<file path="config.mk">
export PLATFORM = sky130hd
export DESIGN_NAME = ffba_cell
export DESIGN_NICKNAME = d
export VERILOG_FILES = /design/src/hdl/ffba_pkg.sv /design/src/hdl/ffba_cell.sv
export SDC_FILE = /design/constraint.sdc
export NUM_CORES = 1
export LEC_CHECK = 0
export ABC_AREA = 1
export ABC_CLOCK_PERIOD_IN_PS = 850
export BUFFER_PORTS_ARGS = -buffer_cell sky130_fd_sc_hd__clkbuf_2
export CORE_MARGIN = 2
export CORE_UTILIZATION = 42
export CTS_CLUSTER_DIAMETER = 100
export DETAILED_ROUTE_END_ITERATION = 12
export GPL_TIMING_DRIVEN = 1
export PLACE_DENSITY = 0.85
export SYNTH_ARGS = -nofsm -noshare
export SYNTH_HDL_FRONTEND = slang
export SYNTH_SLANG_ARGS = --single-unit
</file>
<file path="constraint.sdc">
create_clock -name clk -period 0.85 [get_ports clk]
set_input_delay 0 -clock clk [delete_from_list [all_inputs] [get_ports clk]]
set_output_delay 0 -clock clk [all_outputs]
set_load 0.03 [all_outputs]
</file>
<file path="src/hdl/ffba_pkg.sv">
// ----------------------------------------------------------------------------
// ffba_pkg: shared definitions for the first-fit block allocator
// Table geometry, payload structs, entry layout and control codes.
// ----------------------------------------------------------------------------
package ffba_pkg;

    localparam int TABLE_ENTRIES = 1024;
    localparam int HEAP_BYTES    = 65536;
    localparam int IDX_W         = $clog2(TABLE_ENTRIES);
    localparam int CNT_W         = $clog2(TABLE_ENTRIES + 1);
    localparam int OFS_W         = 16;
    localparam int LEN_W         = 17;
    localparam int FCNT_W        = 11;

    typedef enum logic [1:0] {
        OP_ALLOC  = 2'd0,
        OP_FREE   = 2'd1,
        OP_REINIT = 2'd2,
        OP_NONE   = 2'd3
    } op_t;

    typedef enum logic [1:0] {
        ST_OK         = 2'd0,
        ST_ALLOC_FAIL = 2'd1,
        ST_BAD_OFFSET = 2'd2
    } status_t;

    typedef struct packed {
        logic [OFS_W-1:0] start;
        logic [LEN_W-1:0] length;
        logic             is_free;
    } entry_t;

    typedef struct packed {
        op_t              operation;
        logic [LEN_W-1:0] alloc_size;
        logic [OFS_W-1:0] free_offset;
    } in_item_t;

    typedef struct packed {
        status_t           status;
        logic [OFS_W-1:0]  block_offset_out;
        logic [FCNT_W-1:0] blocks_in_use;
        logic [FCNT_W-1:0] free_blocks;
        logic [FCNT_W-1:0] used_blocks;
        logic [LEN_W-1:0]  largest_free_size;
    } out_item_t;

    typedef enum logic [1:0] {
        S_IDLE,
        S_SCAN,
        S_FINISH
    } ctrl_state_t;

    typedef enum logic [1:0] {
        M_NORMAL,
        M_SKIP1,
        M_SKIP2,
        M_HOLD
    } scan_mode_t;

    localparam entry_t FRESH_ENTRY = '{start: '0, length: LEN_W'(HEAP_BYTES), is_free: 1'b1};

endpackage

</file>
<file path="src/hdl/ffba_cell.sv">
// ----------------------------------------------------------------------------
// ffba_cell: one table entry of the allocator's shift ring
// Holds one block descriptor and takes its neighbor's entry when the ring moves.
// ----------------------------------------------------------------------------
module ffba_cell (
    input  logic            clk,
    input  logic            shift,
    input  ffba_pkg::entry_t din,
    output ffba_pkg::entry_t dout
);
    import ffba_pkg::*;

    entry_t data_reg;

    always_ff @(posedge clk)
    begin
        if (shift)
        begin
            data_reg <= din;
        end
    end

    assign dout = data_reg;

endmodule

</file>
==> reports/metrics.yaml <==
hold_path:
  hold_path_end: "dout[14]"
  hold_start: "shift"
  min_path_cells: 2
  hold_class: "in -> reg"
grt:
  grt_pass1_vias: 956
  grt_first_pass_wirelength_um: 5400
  overflow: 0
  grt_max_degree: 21
  antenna_found_initial: 0
  grt.total_usage: 0.317
routing:
  drc_errors: 0
  wl_per_cell_um: 26.0
  viasPerCell: 5.07
  route.final.wire_length_um: 4550
  dr.pass1.iters: 4
  first_iter_violations: 42
  num_vias: 887
  ant_nets: 0
die:
  ioPinCount: 70
  fp.dieH_um: 53.3
  start_util: 0.453
  die-width_um: 53.3
  core_area_mm2: 0.00225
  rows: 17
  die-area_mm2: 0.00284
setup_path:
  cp-end-kind: "output port"
  worstPathRequired_ps: 850
  cp_slowest_cell: "edfxtp_1"
  cp_cell_sequence: "buf_8"
  cp_num_cells: 1
  path_class: "reg -> out"
  critical-path-top-delay-family: "flip-flops"
  cp-start-kind: "register"
  cp.arrival_ps: 1020
  cp_slowest_stage_delay_ps: 480
  cp_max_fo: 1
  cp.buffers_inverters: 1
synth:
  synth_warnings: 0
  async_flop_share: 0
  synthesis.nets: 70
  synth-edff-count: 34
  synthFlopType: "edfxtp_1"
  netlist_area_mm2: 0.00102
  yosys-top-cells-area: "edfxtp_1 (100%)"
  synth_cells: 34
  yosysTopAreaCell: "edfxtp_1"
  netlist.area_leader.share: 1.00
  synth_commonest_cells: "edfxtp_1 (34)"
  ys_seq_elements: 34
  yosysMostFrequentCell: "edfxtp_1"
  yosysUniqueCellTypes: 1
  ys_seq_area_frac: 1.00
  syn_area_per_cell_um2: 30.0
timing:
  setup_violations: 34
  finalSetupTns_ps: -3540
  min_period_ps: 1020
  slew_headroom: 0.880
  timing_hold_violations_final: 0
  maxSlewViolCount: 0
  fin_ws_ps: -172
  rsz0062_at_grt: "yes"
  period_share: 1.20
  max_freq_mhz: 979
  worstMarginPinSlew_ps: 180
power_and_ir_drop:
  ir_drop_uv: 1650
  power.density_mw_per_mm2: 1820
  power_leakage_nw: 0.910
clock_network:
  cts_tree: "done"
  htree_levels: 2
  numCtsBuffers: 5
  clockBufferDepth: 2
  path_clk_slew_ps: 120
  clock_sinks: 34
  cts_root_buf: "clkbuf_4"
final_layout:
  largest_reg_flops: 34
  drive_gt1_frac: 0.517
  final_nets: 182
  antenna_cells: 0
  multi_input_cells: 0
  multi_input_area_um2: 0
  syn_to_final_growth_pct: 109
  final_cells: 175
outcome:
  violations: "negative setup slack"
  outcome: "finished with violations"
run:
  maxCapViolations: 0
placement:
  preCtsSetupSlack_ps: 230
  port-buffer-count: 69
  dp.cells: 133
  gp_congestion: 0.643
## layer usage
metal | vias to the layer above | GRT usage | part of all wire | wire length, um
li1 | 364 | - | - | -
met1 | 408 | 0.309 | 0.30 | 1370
met2 | 88 | 0.588 | 0.53 | 2420
met3 | 27 | 0.119 | 0.097 | 441
met4 | 0 | 0.124 | 0.069 | 314
met5 | - | 0 | 0 | 0
## power by group
part	switching [mW]	total, mW	internal [mW]
clock	0.606	0.901	0.295
combinational	0.436	0.892	0.456
sequential	0.0895	2.09	2.00
total	1.13	3.88	2.75
## metrics by stage
stage	util	hold slack, ps	area (um2)	total power, mW
after floorplan	-	98.9	1020	2.34
after global placement	0.639	177	1440	2.57
after detailed placement	0.639	179	1440	2.59
after CTS	0.936	80.9	2110	3.67
after global routing	0.946	66.9	2130	3.97
final	0.946	73.4	2130	3.88
## how the worst max path moves through the flow
stage	start	end	slack [ps]
floorplan	dout[0]	dout[0]	350
global placement	shift	dout[2]	240
detailed placement	shift	dout[9]	230
CTS	dout[27]	dout[27]	-90
global route	dout[17]	dout[17]	-200
finish	dout[17]	dout[17]	-170
## cells by family (layout without fill, tap and decap cells)
| logic type | Yosys count | after routing | share of synthesized area |
|---|---|---|---|
| buffers and inverters | 0 | 113 | 0 |
| DFF | 34 | 34 | 1.00 |
## final cells by class
type / count / area, um2
clock inverter: 3 / 11.3
tap: 28 / 35.0
sequential: 34 / 1020
clock buffer: 5 / 37.5
fill: 53 / 121
timing repair buffer: 105 / 1030
## what timing repair did
action / CTS / global route
hold buffers: 34 / 0
hold endpoints to repair: 34 / 0
endpoints found under the setup margin: 34 / 34
gates resized for setup: 65 / 16
setup buffers: 0 / 0
## layout by cell type (no fill, tap or decap)
cell type / netlist / routed
buf_12: 0 / 2
buf_6: 0 / 3
buf_8: 0 / 10
clkbuf_2: 0 / 35
clkbuf_4: 0 / 5
clkbuf_8: 0 / 21
clkinv_1: 0 / 3
dlygate4sd3_1: 0 / 34
edfxtp_1: 34 / 34
Note: power is estimated with default switching activity, not from simulation.
