File: src/hdl/ffba_pkg.sv
// ----------------------------------------------------------------------------
// ffba_pkg: shared definitions for the first-fit block allocator
// Table geometry, payload structs, entry layout and control codes.
// ----------------------------------------------------------------------------
package ffba_pkg;

    localparam int TABLE_ENTRIES = 1024;
    localparam int HEAP_BYTES    = 65536;
    localparam int IDX_W         = $clog2(TABLE_ENTRIES);
    localparam int CNT_W         = $clog2(TABLE_ENTRIES + 1);
    localparam int OFS_W         = 16;
    localparam int LEN_W         = 17;
    localparam int FCNT_W        = 11;

    typedef enum logic [1:0] {
        OP_ALLOC  = 2'd0,
        OP_FREE   = 2'd1,
        OP_REINIT = 2'd2,
        OP_NONE   = 2'd3
    } op_t;

    typedef enum logic [1:0] {
        ST_OK         = 2'd0,
        ST_ALLOC_FAIL = 2'd1,
        ST_BAD_OFFSET = 2'd2
    } status_t;

    typedef struct packed {
        logic [OFS_W-1:0] start;
        logic [LEN_W-1:0] length;
        logic             is_free;
    } entry_t;

    typedef struct packed {
        op_t              operation;
        logic [LEN_W-1:0] alloc_size;
        logic [OFS_W-1:0] free_offset;
    } in_item_t;

    typedef struct packed {
        status_t           status;
        logic [OFS_W-1:0]  block_offset_out;
        logic [FCNT_W-1:0] blocks_in_use;
        logic [FCNT_W-1:0] free_blocks;
        logic [FCNT_W-1:0] used_blocks;
        logic [LEN_W-1:0]  largest_free_size;
    } out_item_t;

    typedef enum logic [1:0] {
        S_IDLE,
        S_SCAN,
        S_FINISH
    } ctrl_state_t;

    typedef enum logic [1:0] {
        M_NORMAL,
        M_SKIP1,
        M_SKIP2,
        M_HOLD
    } scan_mode_t;

    localparam entry_t FRESH_ENTRY = '{start: '0, length: LEN_W'(HEAP_BYTES), is_free: 1'b1};

endpackage

File: src/hdl/ffba_ctrl.sv
// ----------------------------------------------------------------------------
// ffba_ctrl: scan controller of the allocator
// Rotates the entry ring once per operation, rewriting entries at the tail
// (split, mark, merge), and gathers the table statistics on the way.
// ----------------------------------------------------------------------------
module ffba_ctrl (
    input  logic                clk,
    input  logic                rst_n,
    input  logic                in_valid,
    output logic                in_ready,
    input  ffba_pkg::in_item_t  in_data,
    output logic                out_valid,
    input  logic                out_ready,
    output ffba_pkg::out_item_t out_data,
    input  ffba_pkg::entry_t    head0,
    input  ffba_pkg::entry_t    head1,
    input  ffba_pkg::entry_t    head2,
    output logic                shift,
    output ffba_pkg::entry_t    emit
);
    import ffba_pkg::*;

    localparam int XW = CNT_W + 2;

    ctrl_state_t      state_reg, state_next;
    scan_mode_t       mode_reg, mode_next;
    logic [IDX_W-1:0] t_reg;
    logic             done_reg, done_next;
    op_t              op_reg;
    logic [LEN_W-1:0] want_reg;
    logic [OFS_W-1:0] at_reg;
    entry_t           pend_reg, pend_next;
    logic             pend_real_reg, pend_real_next;
    logic [OFS_W-1:0] where_reg, where_next;
    logic             ins_reg, ins_next;
    logic [1:0]       rem_reg, rem_next;
    logic [CNT_W-1:0] nfree_reg, nused_reg, count_reg;
    logic [LEN_W-1:0] largest_reg;
    logic             fresh_reg;
    logic             out_valid_reg;
    out_item_t        out_data_reg;

    entry_t           cur;
    logic             cur_real, nx1_ok, nx2_ok, emit_real, load_out, accept;
    logic [XW-1:0]    t0_x, t1_x, t2_x, cnt_x;
    logic [CNT_W-1:0] new_count;
    status_t          status_val;

    function automatic logic contig(entry_t a, entry_t b);
        logic [OFS_W+1:0] s;
        s = {2'b00, a.start} + {1'b0, a.length};
        return s == {2'b00, b.start};
    endfunction

    // Next state.
    always_comb
    begin
        state_next = state_reg;
        unique case (state_reg)
            S_IDLE:
            begin
                if (in_valid)
                begin
                    state_next = S_SCAN;
                end
            end
            S_SCAN:
            begin
                if (t_reg == IDX_W'(TABLE_ENTRIES - 1))
                begin
                    state_next = S_FINISH;
                end
            end
            S_FINISH:
            begin
                if (!out_valid_reg || out_ready)
                begin
                    state_next = S_IDLE;
                end
            end
            default: state_next = S_IDLE;
        endcase
    end

    // State outputs.
    always_comb
    begin
        in_ready = (state_reg == S_IDLE);
        shift    = (state_reg == S_SCAN);
        load_out = (state_reg == S_FINISH) && (!out_valid_reg || out_ready);
    end

    assign accept = in_valid && in_ready;

    // Per-beat rewrite of the entry leaving the head of the ring.
    always_comb
    begin
        t0_x  = XW'(t_reg);
        t1_x  = t0_x + XW'(1);
        t2_x  = t0_x + XW'(2);
        cnt_x = XW'(count_reg);
        if (op_reg == OP_REINIT)
        begin
            cur_real = (t_reg == '0);
            nx1_ok   = 1'b0;
            nx2_ok   = 1'b0;
        end
        else
        begin
            cur_real = t0_x < cnt_x;
            nx1_ok   = t1_x < cnt_x;
            nx2_ok   = t2_x < cnt_x;
        end
        if (t_reg == '0 && (fresh_reg || op_reg == OP_REINIT))
        begin
            cur = FRESH_ENTRY;
        end
        else
        begin
            cur = head0;
        end

        emit           = cur;
        emit_real      = cur_real;
        mode_next      = mode_reg;
        done_next      = done_reg;
        ins_next       = ins_reg;
        rem_next       = rem_reg;
        pend_next      = pend_reg;
        pend_real_next = pend_real_reg;
        where_next     = where_reg;

        unique case (mode_reg)
            M_NORMAL:
            begin
                if (!done_reg && cur_real && op_reg == OP_ALLOC)
                begin
                    if (want_reg != '0 && cur.is_free && cur.length >= want_reg)
                    begin
                        done_next     = 1'b1;
                        where_next    = cur.start;
                        emit.is_free  = 1'b0;
                        if (cur.length > want_reg && count_reg < CNT_W'(TABLE_ENTRIES))
                        begin
                            // Split: the tail waits in the pending slot and is emitted behind the allocated part.
                            emit.length       = want_reg;
                            pend_next.start   = cur.start + want_reg[OFS_W-1:0];
                            pend_next.length  = cur.length - want_reg;
                            pend_next.is_free = 1'b1;
                            pend_real_next    = 1'b1;
                            ins_next          = 1'b1;
                            mode_next         = M_HOLD;
                        end
                    end
                end
                else if (!done_reg && cur_real && op_reg == OP_FREE)
                begin
                    if (cur.start == at_reg)
                    begin
                        done_next    = 1'b1;
                        emit.is_free = 1'b1;
                        if (nx1_ok && head1.is_free && contig(cur, head1))
                        begin
                            emit.length = cur.length + head1.length;
                            rem_next    = 2'd1;
                            mode_next   = M_SKIP1;
                        end
                    end
                    else if (nx1_ok && head1.start == at_reg && cur.is_free
                             && contig(cur, head1))
                    begin
                        // The freed block joins its free left neighbor.
                        done_next = 1'b1;
                        if (nx2_ok && head2.is_free && contig(head1, head2))
                        begin
                            emit.length = cur.length + head1.length + head2.length;
                            rem_next    = 2'd2;
                            mode_next   = M_SKIP2;
                        end
                        else
                        begin
                            emit.length = cur.length + head1.length;
                            rem_next    = 2'd1;
                            mode_next   = M_SKIP1;
                        end
                    end
                end
            end
            M_SKIP1:
            begin
                emit      = head1;
                emit_real = nx1_ok;
            end
            M_SKIP2:
            begin
                emit      = head2;
                emit_real = nx2_ok;
            end
            M_HOLD:
            begin
                emit           = pend_reg;
                emit_real      = pend_real_reg;
                pend_next      = cur;
                pend_real_next = cur_real;
            end
            default: ;
        endcase
    end

    always_comb
    begin
        if (op_reg == OP_REINIT)
        begin
            new_count = CNT_W'(1);
        end
        else
        begin
            new_count = count_reg + CNT_W'(ins_reg) - CNT_W'(rem_reg);
        end
        unique case (op_reg)
            OP_ALLOC: status_val = done_reg ? ST_OK : ST_ALLOC_FAIL;
            OP_FREE:  status_val = done_reg ? ST_OK : ST_BAD_OFFSET;
            default:  status_val = ST_OK;
        endcase
    end

    always_ff @(posedge clk or negedge rst_n)
    begin
        if (!rst_n)
        begin
            state_reg     <= S_IDLE;
            mode_reg      <= M_NORMAL;
            t_reg         <= '0;
            done_reg      <= 1'b0;
            ins_reg       <= 1'b0;
            rem_reg       <= '0;
            count_reg     <= CNT_W'(1);
            fresh_reg     <= 1'b1;
            out_valid_reg <= 1'b0;
            op_reg        <= OP_NONE;
        end
        else
        begin
            state_reg <= state_next;
            if (accept)
            begin
                op_reg   <= in_data.operation;
                mode_reg <= M_NORMAL;
                t_reg    <= '0;
                done_reg <= 1'b0;
                ins_reg  <= 1'b0;
                rem_reg  <= '0;
            end
            else if (state_reg == S_SCAN)
            begin
                mode_reg <= mode_next;
                t_reg    <= t_reg + IDX_W'(1);
                done_reg <= done_next;
                ins_reg  <= ins_next;
                rem_reg  <= rem_next;
            end
            if (load_out)
            begin
                count_reg     <= new_count;
                fresh_reg     <= 1'b0;
                out_valid_reg <= 1'b1;
            end
            else if (out_ready)
            begin
                out_valid_reg <= 1'b0;
            end
        end
    end

    always_ff @(posedge clk)
    begin
        if (accept)
        begin
            want_reg      <= in_data.alloc_size;
            at_reg        <= in_data.free_offset;
            where_reg     <= '0;
            nfree_reg     <= '0;
            nused_reg     <= '0;
            largest_reg   <= '0;
            pend_real_reg <= 1'b0;
        end
        else if (state_reg == S_SCAN)
        begin
            pend_reg      <= pend_next;
            pend_real_reg <= pend_real_next;
            where_reg     <= where_next;
            if (emit_real)
            begin
                if (emit.is_free)
                begin
                    nfree_reg <= nfree_reg + CNT_W'(1);
                    if (emit.length > largest_reg)
                    begin
                        largest_reg <= emit.length;
                    end
                end
                else
                begin
                    nused_reg <= nused_reg + CNT_W'(1);
                end
            end
        end
        if (load_out)
        begin
            out_data_reg.status            <= status_val;
            out_data_reg.block_offset_out  <= (op_reg == OP_ALLOC && done_reg) ? where_reg : '0;
            out_data_reg.blocks_in_use     <= FCNT_W'(new_count);
            out_data_reg.free_blocks       <= FCNT_W'(nfree_reg);
            out_data_reg.used_blocks       <= FCNT_W'(nused_reg);
            out_data_reg.largest_free_size <= largest_reg;
        end
    end

    assign out_valid = out_valid_reg;
    assign out_data  = out_data_reg;

    a_ins_rem_exclusive: assert property (@(posedge clk) disable iff (!rst_n)
        !(ins_reg && rem_reg != 2'd0))
        else $error("split and merge in the same operation");

    a_hold_only_alloc: assert property (@(posedge clk) disable iff (!rst_n)
        (state_reg == S_SCAN && mode_reg == M_HOLD) |-> op_reg == OP_ALLOC)
        else $error("pending slot used outside allocate");

    a_stats_match_count: assert property (@(posedge clk) disable iff (!rst_n)
        (state_reg == S_FINISH) |->
        (XW'(nfree_reg) + XW'(nused_reg) == XW'(new_count)))
        else $error("free and used counts disagree with table size");

    a_result_loaded: assert property (@(posedge clk) disable iff (!rst_n)
        load_out |=> (out_valid && state_reg == S_IDLE))
        else $error("result not presented after scan");

endmodule

File: config.mk
export PLATFORM = sky130hd
export DESIGN_NAME = ffba_ctrl
export DESIGN_NICKNAME = d
export VERILOG_FILES = /design/src/hdl/ffba_pkg.sv /design/src/hdl/ffba_ctrl.sv
export SDC_FILE = /design/constraint.sdc
export NUM_CORES = 1
export LEC_CHECK = 0
export ABC_CLOCK_PERIOD_IN_PS = 20300
export BUFFER_PORTS_ARGS = -buffer_cell sky130_fd_sc_hd__clkbuf_2
export CAP_MARGIN = 40
export CORE_ASPECT_RATIO = 0.5
export CORE_MARGIN = 2
export CORE_UTILIZATION = 25
export DETAILED_ROUTE_END_ITERATION = 16
export HOLD_SLACK_MARGIN = 0.15
export PLACE_DENSITY_LB_ADDON = 0.15
export RECOVER_POWER = 25
export SLEW_MARGIN = 20
export SYNTH_ARGS = -nofsm -noshare
export SYNTH_HDL_FRONTEND = slang
export SYNTH_SLANG_ARGS = --single-unit
File: constraint.sdc
create_clock -name clk -period 20.3 [get_ports clk]
set_input_delay 2.03 -clock clk [delete_from_list [all_inputs] [get_ports clk]]
set_output_delay 2.03 -clock clk [all_outputs]
set_load 0.005 [all_outputs]
==> Implementation_results.wiki <==
{| class="wikitable"
! Metric !! Value
|-
| Result of the run || completed
|-
| PortBufs || 245
|-
| Overflow left after global routing || 0
|-
| Number of enable flip-flop cells after synthesis || 135
|-
| Number of global-route vias before repair || 17800
|-
| Cell area after synthesis || 0.0191 mm2
|-
| Largest net degree at the start of global routing || 69
|-
| Critical-path top delay cell || a2111oi_1
|-
| Fraction of registers with async set or reset after synthesis || 14.7%
|-
| Number of flip-flops under the largest register name || 68
|-
| Post-layout worst setup margin || 10050 ps
|-
| Fraction of final layout cells with drive strength greater than 1 || 14.9%
|-
| Synthesis-to-layout area growth || 16.4%
|-
| RD Place Congestion || 0.911
|-
| Critical Path End Type || output port
|-
| Antenna violations before repair || 3
|-
| Number of cells in the finished layout apart from fillers || 3504
|-
| Max-Slew Margin vs Limit || 22.8%
|-
| Mean cell area of the mapped netlist || 8.39 um2
|-
| Post-detailed-route via-to-cell ratio || 5.18
|-
| Final-report max-slew violation count || 0
|-
| Number of CTS-inserted buffers || 27
|-
| Wirelength per Cell || 23.2 um
|-
| Site row count || 71
|-
| CTS tree || built
|-
| Logic depth of the worst path, buffers included || 29
|-
| Area of the die || 0.0789 mm2
|-
| Overall fraction of global-route tracks in use || 20.2%
|-
| Post-Syn Instances || 2279
|-
| Number of vias after detailed routing || 18100
|-
| Post-layout minimum cycle time || 10250 ps
|-
| Max-cap violation count || 0
|-
| Synth warn || 0
|-
| Sequential element share of the synthesized area || 31.4%
|-
| Highest fanout seen on the critical path || 5
|-
| Transition time of the tightest slew-check pin || 1160 ps
|-
| Setup TNS || 0 ps
|-
| Signal arrival time at the worst endpoint || 8220 ps
|-
| Top delay family on crit path || simple AND/OR/NAND/NOR gates
|-
| Num ports || 246
|-
| Height of the chip || 200 um
|-
| Most instantiated flip-flop cell in the synthesis netlist || edfxtp_1
|-
| Post-CTS setup repair buffer count || 0
|-
| Worst-case setup slack after placement || 10110 ps
|-
| R2R depth || 38
|-
| Kind of start point of the critical path || flip-flop
|-
| DRT Wirelength || 81300 um
|-
| Number of register bits inferred by synthesis || 224
|-
| CTS H-tree depth || 1
|-
| Delay of the slowest cell on the worst path || 690 ps
|-
| Placed wire-length estimate || 63800 um
|-
| Worst-case clock buffer depth || 3
|-
| Resized Gates After CTS || 0
|-
| Floorplan Core Area || 0.0754 mm2
|-
| Total buffers and inverters traversed by the critical path || 2
|-
| Post-cts hold buffer count || 0
|-
| Overall Power || 2.05 mW
|-
| Peak clock frequency supported by timing || 97.6 MHz
|-
| Final routed DRC violation total || 0
|-
| Ratio of final minimum period to clock period || 50.5%
|-
| Wire length of the first global-routing pass || 119000 um
|-
| Worst Hold Path Cells || 0
|-
| Die W || 395 um
|-
| Power density over the cells || 92.0 mW/mm2
|-
| Skew final || 32.1 ps
|-
| Clk sink count || 224
|-
| Final-layout worst hold slack || 428 ps
|-
| Final number of setup-violating endpoints || 0
|-
| Netlist cell types || 106
|-
| Effective utilization at floorplan || 25.4%
|-
| Unrepaired setup endpoints after global routing || false
|-
| Count of antenna-violating nets left after detailed routing || 0
|-
| Placed Instances || 3448
|-
| IR Drop Worst-Case VDD || 0.0651 mV
|-
| Number of violations reported at the end of detailed-routing iteration 0 || 1542
|-
| Master cell of the clock root buffer || clkbuf_16
|-
| Final core utilization || 29.5%
|-
| Clock Pin Slew Worst Setup and Hold Paths || 60 ps
|-
| Router iterations before antenna repair || 8
|-
| Final Instance Area || 0.0223 mm2
|-
| Type of the worst setup path || reg -> out
|-
| Classification of the worst-slack hold path || reg -> reg
|-
| CP required || 18270 ps
|-
| Net count after synthesis || 2557
|-
| Clock Latency Late Sink || 610 ps
|-
| Final count of hold timing violations || 0
|-
| Total leakage power || 8.92 nW
|-
| Nets@finish || 2737
|-
| Area of placed instances || 0.0214 mm2
|}
==> synthesized netlist by cell type, types with 24 or more instances <==
cell type	count	share of area, %
dfxtp_1	56	5.9
nand2_1	252	4.9
nand3_1	48	1.3
nor2_1	198	3.9
and2_1	48	1.6
a222oi_1	33	1.7
inv_1	117	2.3
edfxtp_1	135	21
a21oi_1	158	4.1
nor2b_1	25	0.82
ha_1	134	8.8
xnor2_1	138	6.3
a21o_1	28	1.1
clkbuf_1	93	1.8
o21ai_0	137	3.6
o21a_1	24	0.94
xor2_1	51	2.3
nor3_1	51	1.3
and3_1	24	0.79
nand4_1	25	0.82
dfrtp_1	29	3.8
==> cells in the final DEF (no fill, tap or decap), types with 33 or more instances in the layout <==
master	Yosys	layout
a222oi_1	33	33
ha_1	134	133
a21oi_1	158	158
nor2_1	198	197
edfxtp_1	135	135
nor3_1	51	50
xor2_1	51	51
dfxtp_1	56	56
and2_1	48	36
xnor2_1	138	138
clkbuf_2	0	237
inv_1	117	116
nand2_1	252	252
nand3_1	48	48
o21ai_0	137	137
==> kinds of logic after synthesis <==
group	share of synthesized area (%)
simple gates	20.8
compound gates	22.5
buf+inv	5.04
flops	31.4
xor+xnor	8.77
fa+ha+maj	9.87
mux	1.65
==> area by class of cell <==
class	count	area (um2)
fillers	8094	53200
multi-input cells	1811	12200
flip-flops and latches	224	6010
repair buffers	278	1460
well taps	1022	1280
clock buffers	39	792
inverters	117	442
clock inverters	11	106
diodes	2	5.00
==> metal layers <==
metal | track usage (%) | routed length, um | vias up
li1 | - | - | 8728
met1 | 25.8 | 35600 | 8853
met2 | 35.6 | 39300 | 456
met3 | 2.79 | 3910 | 108
met4 | 5.67 | 2350 | 2
met5 | 0 | 16 | -
==> power by group <==
group	internal (mW)	switching (mW)
combinational	0.357	0.575
sequential	0.552	0.0548
clock	0.286	0.224
total	1.20	0.853
==> final timing paths <==
check | from | to | slack [ps]
max in group asynchronous | rst_n | rem_reg[0] | 17150
max | t_reg[1] | emit[17] | 10050
min | largest_reg[7] | out_data[7] | 430
max reg2reg | t_reg[1] | largest_reg[11] | 10470
min in group asynchronous | rst_n | state_reg[1] | 1650
min reg2reg | largest_reg[7] | out_data[7] | 430
(Power assumes the default switching activity.)
